**config.mk**
```make
export PLATFORM = sky130hd
export DESIGN_NAME = lsb_stego_stream_extractor
export DESIGN_NICKNAME = d
export VERILOG_FILES = /design/src/rtl/lsbse_pkg.sv /design/src/rtl/lsb_stego_stream_extractor.sv
export SDC_FILE = /design/constraint.sdc
export NUM_CORES = 1
export LEC_CHECK = 0
export CAP_MARGIN = 20
export CORE_UTILIZATION = 45
export CTS_BUF_LIST = sky130_fd_sc_hd__clkbuf_8
export CTS_CLUSTER_DIAMETER = 40
export DETAILED_ROUTE_END_ITERATION = 8
export DONT_BUFFER_PORTS = 1
export PLACE_DENSITY = 0.74
export SLEW_MARGIN = 20
export SYNTH_ARGS = -nofsm -noshare
export SYNTH_HDL_FRONTEND = slang
export SYNTH_SLANG_ARGS = --single-unit
```
**constraint.sdc**
```tcl
create_clock -name clk -period 5.4 [get_ports clk]
set_clock_uncertainty 0.15 [all_clocks]
set_input_delay 0.81 -clock clk [delete_from_list [all_inputs] [get_ports clk]]
set_output_delay 0.81 -clock clk [all_outputs]
set_load 0.02 [all_outputs]
```
**src/rtl/lsbse_pkg.sv**
```systemverilog
// Shared types and codes for the LSB steganography stream extractor.
`timescale 1ns / 1ps

package lsbse_pkg;

  localparam int HdrW = 10;
  localparam int MagW = 8;
  localparam int CfgW = 10;
  localparam int CfgIdxW = 2;

  // parser phases
  localparam logic [2:0] PH_HEADER = 3'd0;
  localparam logic [2:0] PH_MAGIC  = 3'd1;
  localparam logic [2:0] PH_EXTLEN = 3'd2;
  localparam logic [2:0] PH_EXT    = 3'd3;
  localparam logic [2:0] PH_PAYLEN = 3'd4;
  localparam logic [2:0] PH_PAY    = 3'd5;
  localparam logic [2:0] PH_DONE   = 3'd6;
  localparam logic [2:0] PH_HALT   = 3'd7;

  // result kinds
  localparam logic [1:0] KIND_EXT   = 2'd0;
  localparam logic [1:0] KIND_PAY   = 2'd1;
  localparam logic [1:0] KIND_ERROR = 2'd2;

  // register indexes
  localparam logic [CfgIdxW-1:0] REG_HEADER_BYTES = 2'd0;
  localparam logic [CfgIdxW-1:0] REG_MAGIC_FIRST  = 2'd1;
  localparam logic [CfgIdxW-1:0] REG_MAGIC_SECOND = 2'd2;

  typedef struct packed {
    logic [7:0] data;
    logic [1:0] kind;
    logic       last;
  } result_t;

endpackage

```
**src/rtl/lsb_stego_stream_extractor.sv**
```systemverilog
// Top level: LSB steganography stream extractor with output and skid registers.
`timescale 1ns / 1ps

// Each result is registered in out_r, or in the skid register while out_r is held.
// Throughput: one image byte per cycle unless stalled; the parser updates on acceptance.
// A skid register holds a second result, so in_stall rises only when both are full.
// Reset (synchronous, rst_n low): parser to header skip, counters cleared, registers to
// 54 / '#' / '*', output and skid registers emptied.
module lsb_stego_stream_extractor
  import lsbse_pkg::*;
(
  input  logic                clk,
  input  logic                rst_n,
  input  logic                cfg_we,
  input  logic [CfgIdxW-1:0]  cfg_index,
  input  logic [CfgW-1:0]     cfg_data,
  input  logic                in_valid,
  output logic                in_stall,
  input  logic [7:0]          in_image_byte,
  input  logic                in_start_of_file,
  output logic                out_valid,
  input  logic                out_stall,
  output logic [7:0]          out_out_byte,
  output logic [1:0]          out_kind,
  output logic                out_last_of_section
);

  logic [HdrW-1:0] header_bytes_r;
  logic [MagW-1:0] magic_first_r;
  logic [MagW-1:0] magic_second_r;

  logic [2:0]      phase_r, phase_nxt;
  logic [HdrW-1:0] header_count_r, header_count_nxt;
  logic [4:0]      bit_count_r, bit_count_nxt;
  logic [31:0]     bit_shift_r, bit_shift_nxt;
  logic            magic_index_r, magic_index_nxt;
  logic            magic_bad_r, magic_bad_nxt;
  logic [31:0]     remaining_r, remaining_nxt;

  logic    res_valid;
  result_t res;

  logic    out_valid_r, skid_valid_r;
  result_t out_r, skid_r;

  logic in_acc, out_acc;

  assign in_stall  = skid_valid_r;
  assign in_acc    = in_valid && !in_stall;
  assign out_valid = out_valid_r;
  assign out_acc   = out_valid_r && !out_stall;

  assign out_out_byte        = out_r.data;
  assign out_kind            = out_r.kind;
  assign out_last_of_section = out_r.last;

  always_ff @(posedge clk) begin
    if (!rst_n) begin
      header_bytes_r <= HdrW'(54);
      magic_first_r  <= MagW'(35);
      magic_second_r <= MagW'(42);
    end else if (cfg_we) begin
      unique case (cfg_index)
        REG_HEADER_BYTES: header_bytes_r <= cfg_data;
        REG_MAGIC_FIRST:  magic_first_r  <= cfg_data[MagW-1:0];
        REG_MAGIC_SECOND: magic_second_r <= cfg_data[MagW-1:0];
        default: ;
      endcase
    end
  end

  // parser: one byte per accepted item
  always_comb begin
    logic [2:0]  ph;
    logic        byte_done;
    logic        len_done;
    logic        bad;
    logic [31:0] shifted;
    logic [31:0] rem_dec;

    phase_nxt        = phase_r;
    header_count_nxt = header_count_r;
    bit_count_nxt    = bit_count_r;
    bit_shift_nxt    = bit_shift_r;
    magic_index_nxt  = magic_index_r;
    magic_bad_nxt    = magic_bad_r;
    remaining_nxt    = remaining_r;
    res_valid        = 1'b0;
    res              = '0;

    if (in_start_of_file) begin
      phase_nxt        = PH_HEADER;
      header_count_nxt = '0;
      bit_count_nxt    = '0;
      bit_shift_nxt    = '0;
      magic_index_nxt  = 1'b0;
      magic_bad_nxt    = 1'b0;
      remaining_nxt    = '0;
    end

    ph = phase_nxt;
    if (ph == PH_HEADER) begin
      if (header_count_nxt < header_bytes_r) begin
        header_count_nxt = header_count_nxt + HdrW'(1);
      end else begin
        ph = PH_MAGIC;
        phase_nxt = PH_MAGIC;
      end
    end

    shifted   = {bit_shift_nxt[30:0], in_image_byte[0]};
    byte_done = (bit_count_nxt >= 5'd7);
    len_done  = (bit_count_nxt >= 5'd31);
    rem_dec   = remaining_nxt - 32'd1;
    bad       = magic_bad_nxt | (shifted[7:0] !=
                (magic_index_nxt ? magic_second_r : magic_first_r));

    unique case (ph)
      PH_MAGIC, PH_EXT, PH_PAY: begin
        bit_shift_nxt = shifted;
        bit_count_nxt = byte_done ? 5'd0 : bit_count_nxt + 5'd1;
      end
      PH_EXTLEN, PH_PAYLEN: begin
        bit_shift_nxt = shifted;
        bit_count_nxt = len_done ? 5'd0 : bit_count_nxt + 5'd1;
      end
      default: ;
    endcase

    unique case (ph)
      PH_MAGIC: begin
        if (byte_done) begin
          magic_bad_nxt = bad;
          if (!magic_index_nxt) begin
            magic_index_nxt = 1'b1;
          end else if (bad) begin
            phase_nxt = PH_HALT;
            res_valid = 1'b1;
            res.kind  = KIND_ERROR;
          end else begin
            phase_nxt = PH_EXTLEN;
          end
        end
      end
      PH_EXTLEN: begin
        if (len_done) begin
          remaining_nxt = shifted;
          phase_nxt     = (shifted != '0) ? PH_EXT : PH_PAYLEN;
        end
      end
      PH_PAYLEN: begin
        if (len_done) begin
          remaining_nxt = shifted;
          phase_nxt     = (shifted != '0) ? PH_PAY : PH_DONE;
        end
      end
      PH_EXT, PH_PAY: begin
        if (byte_done) begin
          remaining_nxt = rem_dec;
          res_valid     = 1'b1;
          res.data      = shifted[7:0];
          res.kind      = (ph == PH_EXT) ? KIND_EXT : KIND_PAY;
          res.last      = (rem_dec == '0);
          if (rem_dec == '0) begin
            phase_nxt = (ph == PH_EXT) ? PH_PAYLEN : PH_DONE;
          end
        end
      end
      default: ;
    endcase
  end

  always_ff @(posedge clk) begin
    if (!rst_n) begin
      phase_r        <= PH_HEADER;
      header_count_r <= '0;
      bit_count_r    <= '0;
      bit_shift_r    <= '0;
      magic_index_r  <= 1'b0;
      magic_bad_r    <= 1'b0;
      remaining_r    <= '0;
    end else if (in_acc) begin
      phase_r        <= phase_nxt;
      header_count_r <= header_count_nxt;
      bit_count_r    <= bit_count_nxt;
      bit_shift_r    <= bit_shift_nxt;
      magic_index_r  <= magic_index_nxt;
      magic_bad_r    <= magic_bad_nxt;
      remaining_r    <= remaining_nxt;
    end
  end

  // output register with skid behind it
  always_ff @(posedge clk) begin
    if (!rst_n) begin
      out_valid_r  <= 1'b0;
      skid_valid_r <= 1'b0;
    end else begin
      if (out_acc) begin
        if (skid_valid_r) begin
          out_valid_r  <= 1'b1;
          skid_valid_r <= 1'b0;
        end else begin
          out_valid_r <= in_acc && res_valid;
        end
      end else if (in_acc && res_valid) begin
        if (out_valid_r) begin
          skid_valid_r <= 1'b1;
        end else begin
          out_valid_r <= 1'b1;
        end
      end
    end
  end

  always_ff @(posedge clk) begin
    if (out_acc && skid_valid_r) begin
      out_r <= skid_r;
    end else if (in_acc && res_valid && (out_acc || !out_valid_r)) begin
      out_r <= res;
    end
    if (in_acc && res_valid && out_valid_r && !out_acc) begin
      skid_r <= res;
    end
  end

  a_skid_needs_out: assert property (@(posedge clk) disable iff (!rst_n)
    skid_valid_r |-> out_valid_r)
    else $error("skid register full while output register empty");

  a_error_halts: assert property (@(posedge clk) disable iff (!rst_n)
    (in_acc && res_valid && res.kind == KIND_ERROR) |=> phase_r == PH_HALT)
    else $error("magic error result without halt");

  a_idle_silent: assert property (@(posedge clk) disable iff (!rst_n)
    (in_acc && !in_start_of_file && (phase_r == PH_DONE || phase_r == PH_HALT))
    |-> !res_valid)
    else $error("result produced after payload or halt");

  a_byte_count: assert property (@(posedge clk) disable iff (!rst_n)
    (phase_r == PH_MAGIC || phase_r == PH_EXT || phase_r == PH_PAY)
    |-> bit_count_r < 5'd8)
    else $error("bit count overran a byte field");

endmodule

```
## After elaboration in Yosys (flattened, before gate mapping)

Index checks and enable logic that the tools add are counted.

- $lt $le $gt $ge: 3
- Reduce and logical (&&, ||, !) cells: 27
- Add/subtract/negate cells: 3
- Multiplexer cells: 52
- Eq/ne operators: 8
- Bitwise operators: 2

Operators with widths:

| kind | number |
|---|---|
| $mux W32 | 3 |
| $pmux W32 S2 | 1 |
| $mux W31 | 2 |
| $mux W11 | 3 |
| $mux W3 | 11 |
| $logic_not A32 Y1 | 1 |
| $reduce_bool A32 Y1 | 1 |
| $sub A32 B1 Y32 const B | 1 |
| $mux W10 | 3 |
| $mux W8 | 2 |
| $mux W1 | 15 |
| $mux W5 | 3 |
| $pmux W3 S4 | 1 |
| $add A10 B1 Y10 const B | 1 |
| $lt A10 B10 Y1 | 1 |
| $mux W2 | 5 |
| $pmux W5 S2 | 1 |
| $ne A8 B8 Y1 | 1 |
| $reduce_and A2 Y1 | 4 |
| $logic_and A1 B1 Y1 | 7 |
| $eq A3 B2 Y1 const B | 2 |
| $eq A3 B3 Y1 const B | 2 |
| $reduce_or A2 Y1 | 3 |
| $add A5 B1 Y5 const B | 1 |
| 16 further kinds | 20 |

- Register bits after elaboration: 133
- Word-level logic and storage cells: 113
- Output and inout port bits: 13
- Bits of input ports: 26

## Logic depth before layout (Yosys ltp)

- Depth after elaboration: 12
- Gate-level depth with buffers: 18
- Gate-level depth less buffers: 12

## Worst setup path before layout

OpenSTA, ideal clock, no wires.

- Path type: input to register
- Start: input in_start_of_file
- End: register out_r, in the netlist out_kind[0] (enable)
- Arrival time: 5,017 ps
- Required time: 4,854 ps
- Library setup time: 396 ps
- Path buffers: 6
- Slack: -163 ps
- Stages: 16
- Cell sequence: buf_2 buf_1 clkbuf_1 clkbuf_1 buf_2 clkbuf_1 nor2b_1 ha_1 a21o_1 a21o_1 a21oi_1 o2111ai_1 a21oi_1 nor4b_2 o21ai_0 a21boi_0

- Cells in the longest elaborated chain, start to end: 11
- Elaborated cells between the ends (all ways): 26
- Classes of those cells: order compare (2); eq/ne (4); mux (14); bitwise (1); reduce/logical (5)

Ends and longest elaborated chain:

| element | RTL line | RTL |
|---|---|---|
| start, declared | lsb_stego_stream_extractor.sv:20 | `input logic in_start_of_file,` |
| branches (longest 7 deep; another with $lt A10 B10 Y1) | n/a |  |
| $pmux W1 S2 (*) | lsb_stego_stream_extractor.sv:130 | `unique case (ph)` |
| $logic_and A1 B1 Y1 (*) (2 in series) | lsb_stego_stream_extractor.sv:219 | `end else if (in_acc && res_valid && (out_acc \|\| !out_valid_r)) begin` |
| $reduce_bool A2 Y1 (no source line) (*) | n/a |  |
| end signal, assigned | lsb_stego_stream_extractor.sv:218 | `out_r <= skid_r;` |
| end signal, assigned | lsb_stego_stream_extractor.sv:220 | `out_r <= res;` |
| end, declared | lsb_stego_stream_extractor.sv:44 | `result_t out_r, skid_r;` |

Every way passes the cells marked *.
A chain may end at the register's enable or synchronous reset.

## Worst setup path after layout

- Start: input in_start_of_file
- End: register out_r, in the netlist out_last_of_section (data pin)

- Cells in the longest elaborated chain, start to end: 9
- Elaborated cells between the ends (all ways): 18
- Classes of those cells: add/sub (1); order compare (2); eq/ne (2); mux (10); reduce/logical (3)

Ends and longest elaborated chain:

| element | RTL line | RTL |
|---|---|---|
| branches (longest 6 deep; another with $sub A32 B1 Y32) | n/a |  |
| $mux W1 (*) | lsb_stego_stream_extractor.sv:130 |  |
| $mux W11 (*) | lsb_stego_stream_extractor.sv:219 |  |
| $mux W11 (*) | lsb_stego_stream_extractor.sv:217 | `if (out_acc && skid_valid_r) begin` |

Every way passes the cells marked *. The select of a mux whose other input is x is not followed.

==> metrics.txt <==
multiplexer fraction of the synthesized cell area 0.0364; commonest register cell after synthesis dfxtp_1; Synth Instances 963; Crit Path Max Fanout 76; Slew headroom 0.282; I/O pin cnt 39; Clock H-tree levels 4; pin count of the biggest net entering global routing 77; portion of total power attributed to combinational logic 0.123; share of final-layout standard cells stronger than drive strength 1 0.0790; CP Data Arrival Time 4.30 ns; number of global-route vias before repair 6740; wirelength, routed 23.0 mm; IR Drop Worst-Case VDD approximately 140 µV; placed insts 1137; final weighted congestion in routability-driven placement 1.00; CP Buf/Inv Count 3; maximum clock rate 0.242 GHz; starting utilization of the core area 0.465; GRT Overall Usage 0.263; CTS-repair resized insts 0; number of distinct standard cells referenced by the synthesized netlist 78; detailed-placement wirelength estimate between 15 and 20 mm; antenna violation net count after detailed routing 0; Max Cap Violations 0; simple-gate share of the synthesized area 0.249; critical hold path startpoint rst_n; clock transition at the registers of the reported paths 0.09 ns; setup-violating endpoint count in the final report 0; Cells on Worst Hold Path 1; violation count after the first detailed-routing iteration 1077; commonest cells after routing, fill and taps aside nand2_1, dfxtp_1, nor2_1; sum of overflow across all layers after global routing 0; critical path required time approximately 5.6 ns; mean instance size in the synthesized netlist slightly above 8 µm²; total number of placement rows 47; nets in the synthesized netlist approximately 1000; adder-cell share of the synthesized area 0.0225; type of destination of the critical path register; Vias about 7500; unrepaired setup endpoints after global routing no; number of nets in the finished design 976; Post-Place Cell Area 0.00796 mm²; class of the tightest hold or removal check in2reg; Psw 0.000623 W; total DRC errors in the routed layout 0; detailed-router iteration count before antenna repair 6; vias per inst 6.41; endpoint of the worst register-to-register path out_last_of_section$_DFFE_PP_; main combinational cell family by area after synthesis simple AND/OR/NAND/NOR gates; post-synthesis sequential element count 133; Yosys warning count 0; CTS Hold Bufs 0; Placeable Area 0.0168 mm²; footprint of the multi-input gates 0.00453 mm²; cells along the critical path clkinv_1, buf_4, nand2_1, ha_1, buf_4, nor3b_1, nand4_2, or4_1, a22o_1, nor4_4, nand3_1, o21ai_1; combined area of all synthesized cells 0.00780 mm²; buffer count from post-CTS setup fixing 0; part of the total power dissipated in the clock network 0.380; Leakage 3.07 nW; Seq pwr share 0.497; Clock Latency Late Sink 0.47 ns; EDFF count, synth 22; die width approximately 130 µm; average detailed-routed wire length per instance 19.7 µm; global-route wire length before repair 36.7 mm; hold-critical path endpoint magic_first_r[0]$_SDFFE_PN1P_; most frequent standard cell in the layout excluding fill and tap cells nand2_1; Post-Synth XOR/XNOR Area 0.0348; critical register-to-register path startpoint remaining_r[0]$_SDFFE_PN0P_; Reg area about 0.0029 mm²; area fraction in compound gates after synthesis 0.238; area overhead of the layout relative to synthesis 6.79%; Slowest-stage cell, CP or4_1; Switching Fraction 0.297; worst-case reg-to-reg path depth 10; die height about 130 µm; Worst Tran Pin Value 1.08 ns; antenna violations before repair 0; share of flip-flops with an asynchronous set or reset 0; Post-Layout Cell Count approximately 1200; final slew viol count 0; buffers added on ports 0; max incr delay on CP 0.55 ns; cell at the root of the clock tree clkbuf_8; Clock Sinks 133; number of fill cells in the layout 1580; worst setup path class in2reg; shortest period the worst path allows 4.12 ns; part of the Yosys area used for sequential elements 0.370; family of cells with the greatest summed delay on the critical path simple AND/OR/NAND/NOR gates; Most common cell on crit path buf_4; maximum clock path buffer count 2; Finished Cell Area 0.00833 mm²; Final Cycle Share 0.764; result of the run completed; die area 0.0179 mm²; Final Hold Fails 0; TritonCTS clock tree built; number of clock buffers inserted by TritonCTS 17; total power per unit cell area 252 mW/mm²; PnR Total Power 0.00210 W; total negative slack 0 ns; Int Pwr 0.00147 W; antenna diode instance count 0; final core utilization 0.497; reg-to-reg setup timing slack 1.55 ns; kind of start point of the critical path input pin
[registers in the layout (all words and copies together) (netlist names), 5 cells and up]
| signal | count |
|---|---|
| bit_count_r | 5 |
| bit_shift_r | 31 |
| header_bytes_r | 10 |
| header_count_r | 10 |
| magic_first_r | 8 |
| magic_second_r | 8 |
| out_out_byte | 8 |
| remaining_r | 32 |
| skid_r | 11 |
[worst reg2reg max path: stages (launching register included)]
cell	delay [ns]
dfxtp_1	0.37
nand2_1	0.12
ha_1	0.15
buf_4	0.19
nor3b_1	0.49
nand4_2	0.49
or4_1	0.55
a22o_1	0.30
nor4_4	0.44
nand3_1	0.25
o21ai_1	0.20
[cell usage after synthesis (8+ instances only)]
library cell | count | area (µm²)
nand3_1 | 22 | 110
edfxtp_1 | 22 | 661
nor4_1 | 22 | 138
mux2i_1 | 25 | 250
and3_1 | 12 | 75.1
nor3_1 | 26 | 130
a31oi_1 | 13 | 81.3
o21ai_0 | 67 | 335
a22o_1 | 32 | 280
clkbuf_1 | 56 | 210
xnor2_1 | 18 | 158
inv_1 | 28 | 105
nand2_1 | 124 | 465
or3_1 | 8 | 50.1
dfxtp_1 | 111 | 2220
xor2_1 | 13 | 114
ha_1 | 14 | 175
a22oi_1 | 8 | 60.1
nor2b_1 | 27 | 169
nor2_1 | 86 | 323
nand4_1 | 15 | 93.8
o211ai_1 | 11 | 82.6
a21oi_1 | 58 | 290
[through the flow]
step	hold WS, ns	worst slack, ns
floorplan	0.286	0.135
global placement	0.294	1.05
detailed placement	0.304	1.02
CTS	0.248	1.48
global route	0.246	1.14
finish	0.257	1.28
[power groups by stage]
stage / registers [W] / logic, W / clock network (W)
3_3_place_gp: 0.00106 / 0.000246 / 0
6_report: 0.00104 / 0.000258 / 0.000797
2_1_floorplan: 0.00105 / 0.000207 / 0
5_1_grt: 0.00104 / 0.000279 / 0.000845
3_5_place_dp: 0.00106 / 0.000249 / 0
4_1_cts: 0.00104 / 0.000250 / 0.000799
[kinds of logic after synthesis]
group,Yosys count
and+or+nand+nor,386
AOI/OAI and AO/OA,274
DFF,133
buffers and inverters,97
xor gates and xnor gates,31
muxes,28
adders and majority gates,14
[routing by layer]
metal / GRT usage / routed length, µm
met5: 0 / 0
met4: 0.116 / 730
met3: 0.0628 / 2340
met2: 0.392 / 9990
met1: 0.359 / 9900
[worst max-delay path by stage]
stage,start,endpoint,slack (ns),cells after the start
after floorplan,in_start_of_file,out_kind[0]$_DFFE_PP_,0.14,16
after global placement,in_start_of_file,out_last_of_section$_DFFE_PP_,1.05,12
after detailed placement,in_start_of_file,out_last_of_section$_DFFE_PP_,1.02,12
after CTS,in_start_of_file,out_last_of_section$_DFFE_PP_,1.48,12
after global routing,in_start_of_file,out_last_of_section$_DFFE_PP_,1.14,12
final,in_start_of_file,out_last_of_section$_DFFE_PP_,1.28,12
[cell type report]
cell class / count / area share
multi-input cells: 733 / 0.544
flip-flops and latches: 133 / 0.346
well taps: 220 / 0.0330
clock buffers: 17 / 0.0281
repair buffers: 21 / 0.0189
clock inverters: 15 / 0.0159
inverters: 30 / 0.0135
Power figures use the tool's default switching activity.
